**src/sv/gda_pkg.sv**
```systemverilog
// Package for the Gregorian date add-days core: widths, span constants, helpers.
// No dependencies.
`timescale 1ns / 1ps
package gda_pkg;
  localparam int unsigned DefaultMaxYear = 9999;
  localparam int DayW  = 5;
  localparam int MonW  = 4;
  localparam int YearW = 14;
  localparam int OffW  = 23;
  localparam int WdW   = 3;
  // day numbers stay within about 2^25 for any year up to 65535
  localparam int SumW  = 26;
  localparam int Days400 = 146097;
  localparam int Days100 = 36524;
  localparam int Days4   = 1461;
  localparam int Days1   = 365;

  // remainder by 7: octal digits fold since 8 leaves 1
  function automatic logic [2:0] mod7(input logic [SumW:0] x);
    logic [5:0] acc;
    logic [3:0] f;
    logic [3:0] g;
    acc = '0;
    for (int i = 0; i < 9; i++) acc = acc + 6'(x[3*i +: 3]);
    f = 4'(acc[5:3]) + 4'(acc[2:0]);
    g = 4'(f[3]) + 4'(f[2:0]);
    return (g == 4'd7) ? 3'd0 : g[2:0];
  endfunction

  // days in the year before the first of month m (1..12), non-leap
  function automatic logic [8:0] days_before_month(input logic [3:0] m);
    logic [8:0] r;
    case (m)
      4'd1:    r = 9'd0;
      4'd2:    r = 9'd31;
      4'd3:    r = 9'd59;
      4'd4:    r = 9'd90;
      4'd5:    r = 9'd120;
      4'd6:    r = 9'd151;
      4'd7:    r = 9'd181;
      4'd8:    r = 9'd212;
      4'd9:    r = 9'd243;
      4'd10:   r = 9'd273;
      4'd11:   r = 9'd304;
      4'd12:   r = 9'd334;
      default: r = 9'd0;
    endcase
    return r;
  endfunction
endpackage

```
**src/sv/gregorian_date_add_days_core.sv**
```systemverilog
// Gregorian date add-days core: date to day number, add offset, back to date.
// Depends on gda_pkg and gda_split.
//
// Usage: present start_day, start_month, start_year and day_offset with
// in_valid; a transaction is taken when in_valid is high and in_stall low.
// The result (end_day, end_month, end_year, weekday, out_of_range) appears
// with out_valid and is taken when out_stall is low.
// The pipeline has 11 register stages; out_valid moves with the input
// transaction through them and holds with the data while out_stall is high.
// One transaction can enter every cycle while out_stall is low. The stages are: clamp,
// year quotient by 100, day number parts, sum and range check, 400-year
// quotient, 400-year remainder, the 100, 4 and 1 year splits, year, month.
// Out-of-range results carry zero date fields and weekday.
// Reset clears all valid bits; payload registers are not reset.
// When out_stall is high the whole pipeline holds and in_stall rises in the
// same cycle, so nothing is lost or repeated.
`timescale 1ns / 1ps
module gregorian_date_add_days_core #(
  parameter int unsigned MAX_YEAR = gda_pkg::DefaultMaxYear
) (
  input  logic                    clk,
  input  logic                    rst,
  input  logic                    in_valid,
  output logic                    in_stall,
  input  logic [gda_pkg::DayW-1:0]  start_day,
  input  logic [gda_pkg::MonW-1:0]  start_month,
  input  logic [gda_pkg::YearW-1:0] start_year,
  input  logic signed [gda_pkg::OffW-1:0] day_offset,
  output logic                    out_valid,
  input  logic                    out_stall,
  output logic [gda_pkg::DayW-1:0]  end_day,
  output logic [gda_pkg::MonW-1:0]  end_month,
  output logic [gda_pkg::YearW-1:0] end_year,
  output logic [gda_pkg::WdW-1:0]   weekday,
  output logic                    out_of_range
);
  import gda_pkg::*;

  localparam int Stages = 11;
  localparam int unsigned P = MAX_YEAR;
  localparam logic [SumW-1:0] Limit =
    SumW'(P * 365 + P / 4 - P / 100 + P / 400);
  // reciprocals, exact for years below 2^14 and day numbers below 2^25
  localparam logic [13:0] Recip100 = 14'd10486;
  localparam logic [25:0] Recip400 = 26'd60207212;

  logic en;
  logic [Stages-1:0] v;
  assign en = !out_stall;
  assign in_stall = out_stall;

  // stage 1: clamp month/year
  logic [MonW-1:0]  s1_m;
  logic [YearW-1:0] s1_y;
  logic [DayW-1:0]  s1_d;
  logic signed [OffW-1:0] s1_off;
  logic [YearW-1:0] y_cl;
  logic [MonW-1:0]  m_cl;
  always_comb begin
    y_cl = (start_year == '0) ? YearW'(1) : start_year;
    m_cl = (start_month == '0) ? 4'd1 : (start_month > 4'd12) ? 4'd12 : start_month;
  end
  always_ff @(posedge clk) begin
    if (en) begin
      s1_m <= m_cl; s1_y <= y_cl; s1_d <= start_day; s1_off <= day_offset;
    end
  end

  // stage 2: elapsed years divided by 100, day within year before leap day
  logic [YearW-1:0] p1;
  logic [27:0] p_mul;
  logic [YearW-1:0] s2_p;
  logic [7:0] s2_q100;
  logic signed [OffW:0] s2_part;
  logic s2_late;
  assign p1 = s1_y - YearW'(1);
  assign p_mul = 28'(p1) * 28'(Recip100);
  always_ff @(posedge clk) begin
    if (en) begin
      s2_p    <= p1;
      s2_q100 <= 8'(p_mul >> 20);
      s2_part <= (OffW+1)'(s1_off) + (OffW+1)'(days_before_month(s1_m))
               + (OffW+1)'(s1_d) - (OffW+1)'(1);
      s2_late <= s1_m > 4'd2;
    end
  end

  // stage 3: days before year, leap day of the start year
  logic [YearW-1:0] p_rem;
  logic in_leap;
  logic signed [SumW:0] s2_base;
  logic signed [OffW:0] s3_part;
  assign p_rem = s2_p - YearW'(s2_q100) * YearW'(100);
  // the year is a multiple of 4, 100 or 400 when the elapsed count leaves 3, 99, 399
  assign in_leap = (s2_p[1:0] == 2'd3 && p_rem != YearW'(99))
                || (p_rem == YearW'(99) && s2_q100[1:0] == 2'd3);
  always_ff @(posedge clk) begin
    if (en) begin
      s2_base <= (SumW+1)'(s2_p) * (SumW+1)'(365) + (SumW+1)'(s2_p >> 2)
               - (SumW+1)'(s2_q100) + (SumW+1)'(s2_q100 >> 2);
      s3_part <= s2_part + (OffW+1)'((s2_late && in_leap) ? 1 : 0);
    end
  end

  // stage 4: sum and range check
  logic signed [SumW+1:0] sum;
  logic [SumW-1:0] s3_s;
  logic s3_oor;
  assign sum = (SumW+2)'(s2_base) + (SumW+2)'(s3_part);
  always_ff @(posedge clk) begin
    if (en) begin
      s3_oor <= sum < 0 || sum >= (SumW+2)'(Limit);
      s3_s   <= sum[SumW-1:0];
    end
  end

  // stage 5: 400-year quotient by reciprocal; weekday from day number
  localparam int Q400W = 8;
  logic [51:0] q400_mul;
  logic [Q400W-1:0] s5_q400;
  logic [SumW-1:0] s5_s;
  logic [WdW-1:0] wd5, wd6, wd7, wd8, wd9, wd10;
  logic oor5, oor6, oor7, oor8, oor9, oor10;
  assign q400_mul = 52'(s3_s) * 52'(Recip400);
  always_ff @(posedge clk) begin
    if (en) begin
      s5_q400 <= Q400W'(q400_mul >> 43);
      s5_s    <= s3_s;
      wd5     <= mod7((SumW+1)'(s3_s) + (SumW+1)'(1));
      oor5    <= s3_oor;
    end
  end

  // stage 6: 400-year remainder
  logic [Q400W-1:0] q400;
  logic [17:0] r400;
  always_ff @(posedge clk) begin
    if (en) begin
      q400 <= s5_q400;
      r400 <= 18'(s5_s - SumW'(s5_q400) * SumW'(Days400));
      wd6  <= wd5;
      oor6 <= oor5;
    end
  end

  logic [1:0] q100; logic [17:0] r100;
  gda_split #(.Span(Days100), .MaxQ(3), .QW(2), .RW(18)) u_s100 (
    .clk(clk), .en(en), .r_in(r400), .q(q100), .r_out(r100));
  logic [4:0] q4; logic [17:0] r4;
  gda_split #(.Span(Days4), .MaxQ(24), .QW(5), .RW(18)) u_s4 (
    .clk(clk), .en(en), .r_in(r100), .q(q4), .r_out(r4));
  logic [1:0] q1; logic [17:0] r1;
  gda_split #(.Span(Days1), .MaxQ(3), .QW(2), .RW(18)) u_s1 (
    .clk(clk), .en(en), .r_in(r4), .q(q1), .r_out(r1));

  logic [Q400W-1:0] q400_7, q400_8, q400_9;
  logic [1:0] q100_8, q100_9;
  logic [4:0] q4_9;
  always_ff @(posedge clk) begin
    if (en) begin
      q400_7 <= q400; q400_8 <= q400_7; q400_9 <= q400_8;
      q100_8 <= q100; q100_9 <= q100_8; q4_9 <= q4;
      wd7 <= wd6; wd8 <= wd7; wd9 <= wd8;
      oor7 <= oor6; oor8 <= oor7; oor9 <= oor8;
    end
  end

  // stage 10: year and leap flag
  logic [16:0] yr_c, s10_yr;
  logic [8:0] s10_r;
  logic s10_leap;
  assign yr_c = 17'(q400_9) * 17'd400 + 17'(q100_9) * 17'd100 + 17'(q4_9) * 17'd4
              + 17'(q1) + 17'd1;
  always_ff @(posedge clk) begin
    if (en) begin
      s10_yr <= yr_c; s10_r <= r1[8:0];
      // leap when the last span of four years is full, except a non-fourth century end
      s10_leap <= (q1 == 2'd3) && (q4_9 != 5'd24 || q100_9 == 2'd3);
      wd10 <= wd9; oor10 <= oor9;
    end
  end

  // stage 11: month search over eleven independent compares
  logic [3:0] mo_c;
  logic [8:0] rd_c, mstart;
  always_comb begin
    mo_c = 4'd1;
    for (int k = 2; k <= 12; k++) begin
      mstart = days_before_month(4'(k)) + ((k > 2 && s10_leap) ? 9'd1 : 9'd0);
      if (s10_r >= mstart) mo_c = 4'(k);
    end
    rd_c = s10_r - days_before_month(mo_c)
         - ((mo_c > 4'd2 && s10_leap) ? 9'd1 : 9'd0);
  end
  always_ff @(posedge clk) begin
    if (en) begin
      end_day      <= oor10 ? '0 : DayW'(rd_c + 9'd1);
      end_month    <= oor10 ? '0 : mo_c;
      end_year     <= oor10 ? '0 : YearW'(s10_yr);
      weekday      <= oor10 ? '0 : wd10;
      out_of_range <= oor10;
    end
  end

  always_ff @(posedge clk) begin
    if (rst) begin
      v <= '0;
    end else if (en) begin
      v <= {v[Stages-2:0], in_valid};
    end
  end
  assign out_valid = v[Stages-1];

  a_hold: assert property (@(posedge clk) disable iff (rst)
    out_valid && out_stall |=> out_valid && $stable(end_year))
    else $error("result changed under stall");
  a_oor_zero: assert property (@(posedge clk) disable iff (rst)
    out_valid && out_of_range |-> end_day == '0 && end_month == '0)
    else $error("out-of-range result not zeroed");
  a_month: assert property (@(posedge clk) disable iff (rst)
    out_valid && !out_of_range |-> end_month >= 4'd1 && end_month <= 4'd12
      && weekday <= 3'd6)
    else $error("month or weekday out of range");
endmodule

```
**src/sv/gda_split.sv**
```systemverilog
// One span-split pipeline stage: quotient and remainder of a day count by a
// constant span, quotient clamped to MaxQ. Depends on gda_pkg.
`timescale 1ns / 1ps
module gda_split #(
  parameter int Span = 365,
  parameter int MaxQ = 3,
  parameter int QW   = 2,
  parameter int RW   = 18
) (
  input  logic          clk,
  input  logic          en,
  input  logic [RW-1:0] r_in,
  output logic [QW-1:0] q,
  output logic [RW-1:0] r_out
);
  import gda_pkg::*;
  logic [QW-1:0] q_c;
  logic [RW-1:0] r_c;

  // compare against each multiple: at most MaxQ steps, all independent
  always_comb begin
    q_c = '0;
    r_c = r_in;
    for (int i = 1; i <= MaxQ; i++) begin
      if (r_in >= RW'(i * Span)) begin
        q_c = QW'(i);
        r_c = r_in - RW'(i * Span);
      end
    end
  end

  always_ff @(posedge clk) begin
    if (en) begin
      q     <= q_c;
      r_out <= r_c;
    end
  end
endmodule
```
**config.mk**
```make
export PLATFORM = sky130hd
export DESIGN_NAME = gregorian_date_add_days_core
export DESIGN_NICKNAME = d
export VERILOG_FILES = /design/src/sv/gda_pkg.sv /design/src/sv/gregorian_date_add_days_core.sv /design/src/sv/gda_split.sv
export SDC_FILE = /design/constraint.sdc
export NUM_CORES = 2
export LEC_CHECK = 0
export BUFFER_PORTS_ARGS = -buffer_cell sky130_fd_sc_hd__buf_2
export CAP_MARGIN = 20
export CORE_ASPECT_RATIO = 1.2
export CORE_MARGIN = 4
export CORE_UTILIZATION = 56
export DETAILED_ROUTE_END_ITERATION = 16
export PLACE_DENSITY = 0.72
export SYNTH_ARGS = -nofsm -noshare
export SYNTH_HDL_FRONTEND = slang
export SYNTH_SLANG_ARGS = --single-unit
export TNS_END_PERCENT = 20
```
**constraint.sdc**
```tcl
create_clock -name clk -period 13.67 [get_ports clk]
set_input_delay 3.4175 -clock clk [delete_from_list [all_inputs] [get_ports clk]]
set_output_delay 3.4175 -clock clk [all_outputs]
set_load 0.05 [all_outputs]
```
# After elaboration in Yosys (flattened, before gate mapping)
# Memory sizes are Yosys's and may differ from the RTL's.
# Cells that the tools add are included.
word_totals:
  register_bits: 395
  latchBits: 0
  ramBits: 0
  mem_bits_ro: 288
  out_inout_bits: 29
  elab_cells: 272
  mem_count: 2
mem_list:
  columns: ["name", "words", "word_bits", "read_ports", "rd_ports_with_merged_regs", "wr", "line", "source"]
  rows:
  - ["(no name shown)", 16, 9, 1, 0, 0, "gda_pkg.sv:33", "case (m)"]
  - ["(no name shown)", 16, 9, 1, 0, 0, "gda_pkg.sv:33", null]
op_classes:
  addsub: 69
  mul: 7
  div_mod_pow: 0
  order_cmp: 46
  n_eq_ne: 8
  shifts: 0
  muxes: 73
  n_bitwise: 0
  n_reduce_logical: 14
op_table:
  columns: ["cell", "count"]
  rows:
  - ["two-way mux 18 bit", 27]
  - ["greater-or-equal comparator 18 x 15 -> 1 bit, second input constant", 11]
  - ["subtractor 18 x 15 -> 18 bit, second input constant", 11]
  - ["greater-or-equal comparator 18 x 14 -> 1 bit, second input constant", 6]
  - ["two-way mux 4 bit", 27]
  - ["subtractor 18 x 14 -> 18 bit, second input constant", 6]
  - ["greater-or-equal comparator 9 bit", 10]
  - ["greater-or-equal comparator 18 x 13 -> 1 bit, second input constant", 3]
  - ["greater-or-equal comparator 18 x 16 -> 1 bit, second input constant", 3]
  - ["subtractor 18 x 13 -> 18 bit, second input constant", 3]
  - ["subtractor 18 x 16 -> 18 bit, second input constant", 3]
  - ["multiplier 26 x 24 -> 49 bit, second input constant", 1]
  - ["adder 8 x 9 -> 9 bit, first input constant", 4]
  - ["greater-or-equal comparator 18 x 11 -> 1 bit, second input constant", 2]
  - ["greater-or-equal comparator 18 x 17 -> 1 bit, second input constant", 2]
  - ["two-way mux 9 bit", 4]
  - ["subtractor 18 x 17 -> 18 bit, second input constant", 2]
  - ["adder 6 x 3 -> 6 bit", 5]
  - ["greater-or-equal comparator 28 x 22 -> 1 bit, second input constant", 1]
  - ["adder 26 x 1 -> 27 bit, second input constant", 1]
  - ["adder 26 x 24 -> 27 bit", 1]
  - ["< comparator 27 x 1 -> 1 bit, second input constant", 1]
  - ["multiplier 14 x 13 -> 27 bit, second input constant", 1]
  - ["adder 25 x 7 -> 26 bit", 1]
  - ["54 further kinds", 81]

# Depth between registers and ports, before layout
depth:
  ltp_word: 25
  mapped_depth: 29

# Hierarchy
# A second synthesis with hierarchy kept.
unflattened:
  hier_cells: 5091
  hier_area_um2: 49722.7
by_module_without_submodules:
  columns: ["mod", "n_inst", "cells_per_inst", "area_per_inst_um2", "seq_area_each_um2"]
  rows:
  - ["gregorian_date_add_days_core", 1, 3443, 37892.6, 10129.7]
  - ["gda_split (u_s4)", 1, 1256, 8252.9, 690.7]
  - ["gda_split (u_s100)", 1, 208, 1824.2, 600.6]
  - ["gda_split (u_s1)", 1, 184, 1752.9, 600.6]

# Least setup slack after synthesis
# No wires, ideal clock.
synth_timing:
  path_kind: "input -> register"
  from: "input out_stall"
  to: "register end_day[0] in the netlist's numbering, enable pin"
  setup_ns: 0.734
  arrival_time_ns: 11.141
  slack_ns: 1.796
  stages: 2
  cell_sequence: "buf_1 inv_1"
synth_lines:
  columns: ["element", "line", "source"]
  rows:
  - ["start, declared", "gregorian_date_add_days_core.sv:30", "input logic out_stall,"]
  - ["end signal, assigned", "gregorian_date_add_days_core.sv:197", "end_day <= oor10 ? '0 : DayW'(rd_c + 9'd1);"]
  - ["end, declared", "gregorian_date_add_days_core.sv:31", "output logic [gda_pkg::DayW-1:0] end_day,"]
# No word-level cell between the ends.

# Worst setup path after layout
layout_timing:
  from: "register s3_s[14]"
  to: "register s5_q400[6], data pin"
layout_between:
  elab_chain_cells: 1
layout_lines:
  columns: ["element", "line", "source"]
  rows:
  - ["start, declared", "gregorian_date_add_days_core.sv:107", "logic [SumW-1:0] s3_s;"]
  - ["start signal, assigned", "gregorian_date_add_days_core.sv:113", "s3_s <= sum[SumW-1:0];"]
  - ["multiplier 26 x 24 -> 49 bit", "gregorian_date_add_days_core.sv:124", "assign q400_mul = 52'(s3_s) * 52'(Recip400);"]
  - ["named net q400_mul[49]", "gregorian_date_add_days_core.sv:119", "logic [51:0] q400_mul;"]
  - ["end signal, assigned", "gregorian_date_add_days_core.sv:127", "s5_q400 <= Q400W'(q400_mul >> 43);"]
  - ["end, declared", "gregorian_date_add_days_core.sv:120", "logic [Q400W-1:0] s5_q400;"]
# The timed path passes the listed nets, and every way through them passes these cells.
# A chain may end at the register's enable or synchronous reset.

==> flow_metrics.py <==
metrics = {
    "final_layout": {
        "multiInputGateArea_um2": 32200,
        "fill_cells": 7181,
        "nets": 6196,
        "seq_area_um2": 11800,
        "layout-drive-gt1-share_pct": 5.76,
        "instances_no_fill": 6154,
        "areaGrowthSynthToFinish_pct": 6.93,
    },
    "worst_setup_path": {
        "crit_arrival_ns": 8.26,
        "critical_path_class": "reg -> reg",
        "ff2ff_setup_slack_ns": 5.86,
        "cp_max_fo": 9,
        "critical_path_required_ns": 14.12,
        "r2r_cells": 21,
        "end_kind": "flip-flop",
        "start_kind": "flip-flop",
        "r2r_end": "s5_q400[6]$_DFFE_PN_",
        "reg2reg_from": "s3_s[14]$_DFFE_PN_",
    },
    "cts": {
        "cts_root_buf": "clkbuf_16",
        "worst_skew_pair.late_latency_ns": 0.64,
        "numClockSinks": 395,
        "holdBufCountCts": 0,
        "cts_tree": "built",
        "clk_pin_slew_ns": 0.07,
        "numCtsBuffers": 46,
        "post_cts_buffers": 0,
        "cts_buffer_depth": 3,
        "htreeDepth": 2,
        "cts_resized": 0,
    },
    "global_route": {
        "grt_overflow_total": 0,
        "grt_pass1_vias": 38204,
        "antenna_found_initial": 7,
        "grt_max_degree": 123,
        "grtUsageTotal_pct": 31.4,
        "grt_pass1_wl_um": 218000,
    },
    "die": {
        "core-area_um2": 84900,
        "start_util_pct": 56.6,
        "io_pins": 79,
        "dieHeight_um": 329,
        "die_w_um": 275,
        "row_count": 117,
        "die_area_um2": 90600,
    },
    "hold_path": {
        "min_to": "q400_8[3]$_DFFE_PN_",
        "hold_depth": 0,
        "worstHoldStart": "q400_7[3]$_DFFE_PN_",
        "hold_class": "reg -> reg",
    },
    "timing": {
        "final.period_utilization_pct": 57.1,
        "max_slew_margin_pct": 25.9,
        "max_clock_freq_ghz": 0.128,
        "drv_slew": 0,
        "fin_crit_ns": 7.81,
        "finalSetupTns_ns": 0,
        "tightest_slew_ns": 1.11,
        "setup_violations": 0,
        "final_hold_viol_count": 0,
        "rsz0062_at_grt": "no",
        "finClkSkew_ns": 0.0458,
    },
    "yosys": {
        "yosysSeqAreaShare_pct": 24.5,
        "synthArstFlopShare_pct": 0,
        "synth.cell_area_um2": 48000,
        "synth_fp_nets": 6178,
        "synthFlopType": "edfxtp_1",
        "yosysWarnings": 0,
        "synthCells": 4966,
        "synth.ff_latch_count": 395,
        "synth_cell_types": 100,
        "synth-edff-count": 384,
        "syn_area_per_cell_um2": 9.67,
    },
    "route": {
        "firstDrtPassIters": 8,
        "drtIter0Drc": 3572,
        "drc": 0,
        "via_per_inst": 6.09,
        "wirelength_um": 141000,
        "drtAntennaViolNets": 0,
        "vias": 37497,
        "wl_per_cell_um": 22.8,
    },
    "place": {
        "dp_hpwl_um": 109000,
        "io_buffer_count": 78,
        "gp_congestion": 1.08,
        "place_inst": 6064,
    },
    "flow_run": {
        "cap_viol_max_count": 0,
    },
    "run_status": {
        "status": "completed",
    },
}
-- critical path, stage by stage (launching register included) --
cell      delay, ns
edfxtp_1       0.67
ha_1           0.48
fa_1           0.51
ha_1           0.31
fa_1           0.47
fa_1           0.50
inv_1          0.06
fa_1           0.54
inv_1          0.06
fa_1           0.48
ha_1           0.33
a21o_1         0.16
a21o_1         0.17
a21oi_1        0.16
o21ai_0        0.12
a22oi_1        0.54
nor3_1         0.14
o21ai_0        0.39
o211ai_1       0.23
o31ai_1        0.52
or4b_2         0.65
o211ai_1       0.11
-- layout by cell type (no fill, tap or decap), types with 31 or more instances in the layout --
| cell type | count |
|---|---|
| nand2b_1 | 31 |
| nor2b_1 | 53 |
| edfxtp_1 | 384 |
| a21o_1 | 71 |
| o21ai_0 | 201 |
| clkbuf_16 | 46 |
| nor3_1 | 96 |
| nor4_1 | 34 |
| and2_1 | 32 |
| xor2_1 | 76 |
| a21oi_1 | 277 |
| inv_1 | 894 |
| xnor2_1 | 189 |
| fa_1 | 450 |
| buf_2 | 79 |
| o21a_1 | 44 |
| buf_4 | 67 |
| ha_1 | 712 |
| a31oi_1 | 55 |
| nand4_1 | 39 |
| nor2_1 | 273 |
| a211oi_1 | 41 |
| nand2_1 | 235 |
| nand3_1 | 110 |
-- final cells by class --
type                    instances  share of cell area, %
well taps                    1130                   2.75
multi-input cells            3495                   62.7
clock inverters                39                   1.08
inverters                     898                   6.58
flip-flops and latches        395                   22.9
repair buffers                148                   1.79
clock buffers                  46                   2.24
diodes                          3                 0.0146
-- per-layer routing --
layer	share of wire (%)	global-route usage, %	wire length, um	vias up
li1	-	-	-	17109
met1	36	35.6	50900	18080
met2	48	52.9	67600	1669
met3	7.4	7.29	10400	633
met4	8.3	20.7	11600	6
met5	0.034	0	48	-
-- flip-flops by register name, summed over array words and instances, names as in the netlist, 11 cells and up --
register / count
r400: 18
s10_yr: 14
s2_part: 24
s1_y: 14
s3_part: 24
u_s100.r_out: 18
end_year: 14
v: 11
s3_s: 26
u_s4.r_out: 18
s5_s: 18
s1_off: 23
s2_base: 26
s2_p: 14
-- kinds of logic (layout without fill, tap and decap cells) --
| logic type | count (synthesis) | count (layout) | synth area share [%] |
|---|---|---|---|
| other | 0 | 3 | 0 |
| AOI/OAI and AO/OA | 1004 | 1004 | 13.7 |
| xor gates and xnor gates | 265 | 265 | 4.83 |
| DFF | 395 | 395 | 24.5 |
| muxes | 27 | 27 | 0.573 |
| and+or+nand+nor | 1037 | 1037 | 10.6 |
| adders and majority gates | 1162 | 1162 | 37.3 |
| buffers and inverters | 1076 | 1131 | 8.53 |
-- per-stage QoR --
| step | hold slack, ns | worst slack [ns] | cell area, um2 | utilization [%] |
|---|---|---|---|---|
| final | 0.403 | 5.86 | 51400 | 60.5 |
| after global routing | 0.417 | 5.49 | 51400 | 60.5 |
| after CTS | 0.394 | 5.92 | 51300 | 60.5 |
| after detailed placement | 0.405 | 6.01 | 49600 | 58.5 |
| after global placement | 0.401 | 6.12 | 49600 | 58.5 |
| after floorplan | 0.400 | 1.80 | 48000 | - |
-- synthesized netlist by cell type, types with 22 or more instances --
cell / instances / share of area [%]
o21bai_1: 23 / 0.36
xnor2_1: 189 / 3.4
nor2_1: 273 / 2.1
nand3_1: 110 / 1.1
a211oi_1: 41 / 0.64
a21o_1: 71 / 1.1
o31ai_1: 23 / 0.36
fa_1: 450 / 19
a31oi_1: 55 / 0.72
mux2i_1: 23 / 0.48
and3_1: 28 / 0.36
inv_1: 895 / 7.0
nor2b_1: 53 / 0.69
o22ai_1: 22 / 0.29
xor2_1: 76 / 1.4
and2_1: 32 / 0.42
nor4_1: 34 / 0.44
clkbuf_1: 134 / 1.0
edfxtp_1: 384 / 24
a21oi_1: 278 / 2.9
nand2b_1: 31 / 0.40
o21a_1: 44 / 0.69
nor3_1: 96 / 1.0
o211ai_1: 28 / 0.44
or3_1: 28 / 0.36
buf_2: 33 / 0.34
ha_1: 712 / 19
nand4_1: 39 / 0.51
o21ai_0: 201 / 2.1
nand2_1: 235 / 1.8
-- worst max-delay path by stage --
stage	start	endpoint	slack, ns	cells past startpoint
after floorplan	out_stall	end_day[0]$_SDFFCE_PP0N_	1.80	2
after global placement	s3_s[7]$_DFFE_PN_	s5_q400[6]$_DFFE_PN_	6.12	20
after detailed placement	s3_s[7]$_DFFE_PN_	s5_q400[6]$_DFFE_PN_	6.01	20
after CTS	s3_s[7]$_DFFE_PN_	s5_q400[6]$_DFFE_PN_	5.92	20
after global routing	s3_s[7]$_DFFE_PN_	s5_q400[6]$_DFFE_PN_	5.49	20
final	s3_s[14]$_DFFE_PN_	s5_q400[6]$_DFFE_PN_	5.86	21
Power is not shown: default switching activity piles up to over one toggle a cycle in this logic, so the estimate is an artifact.
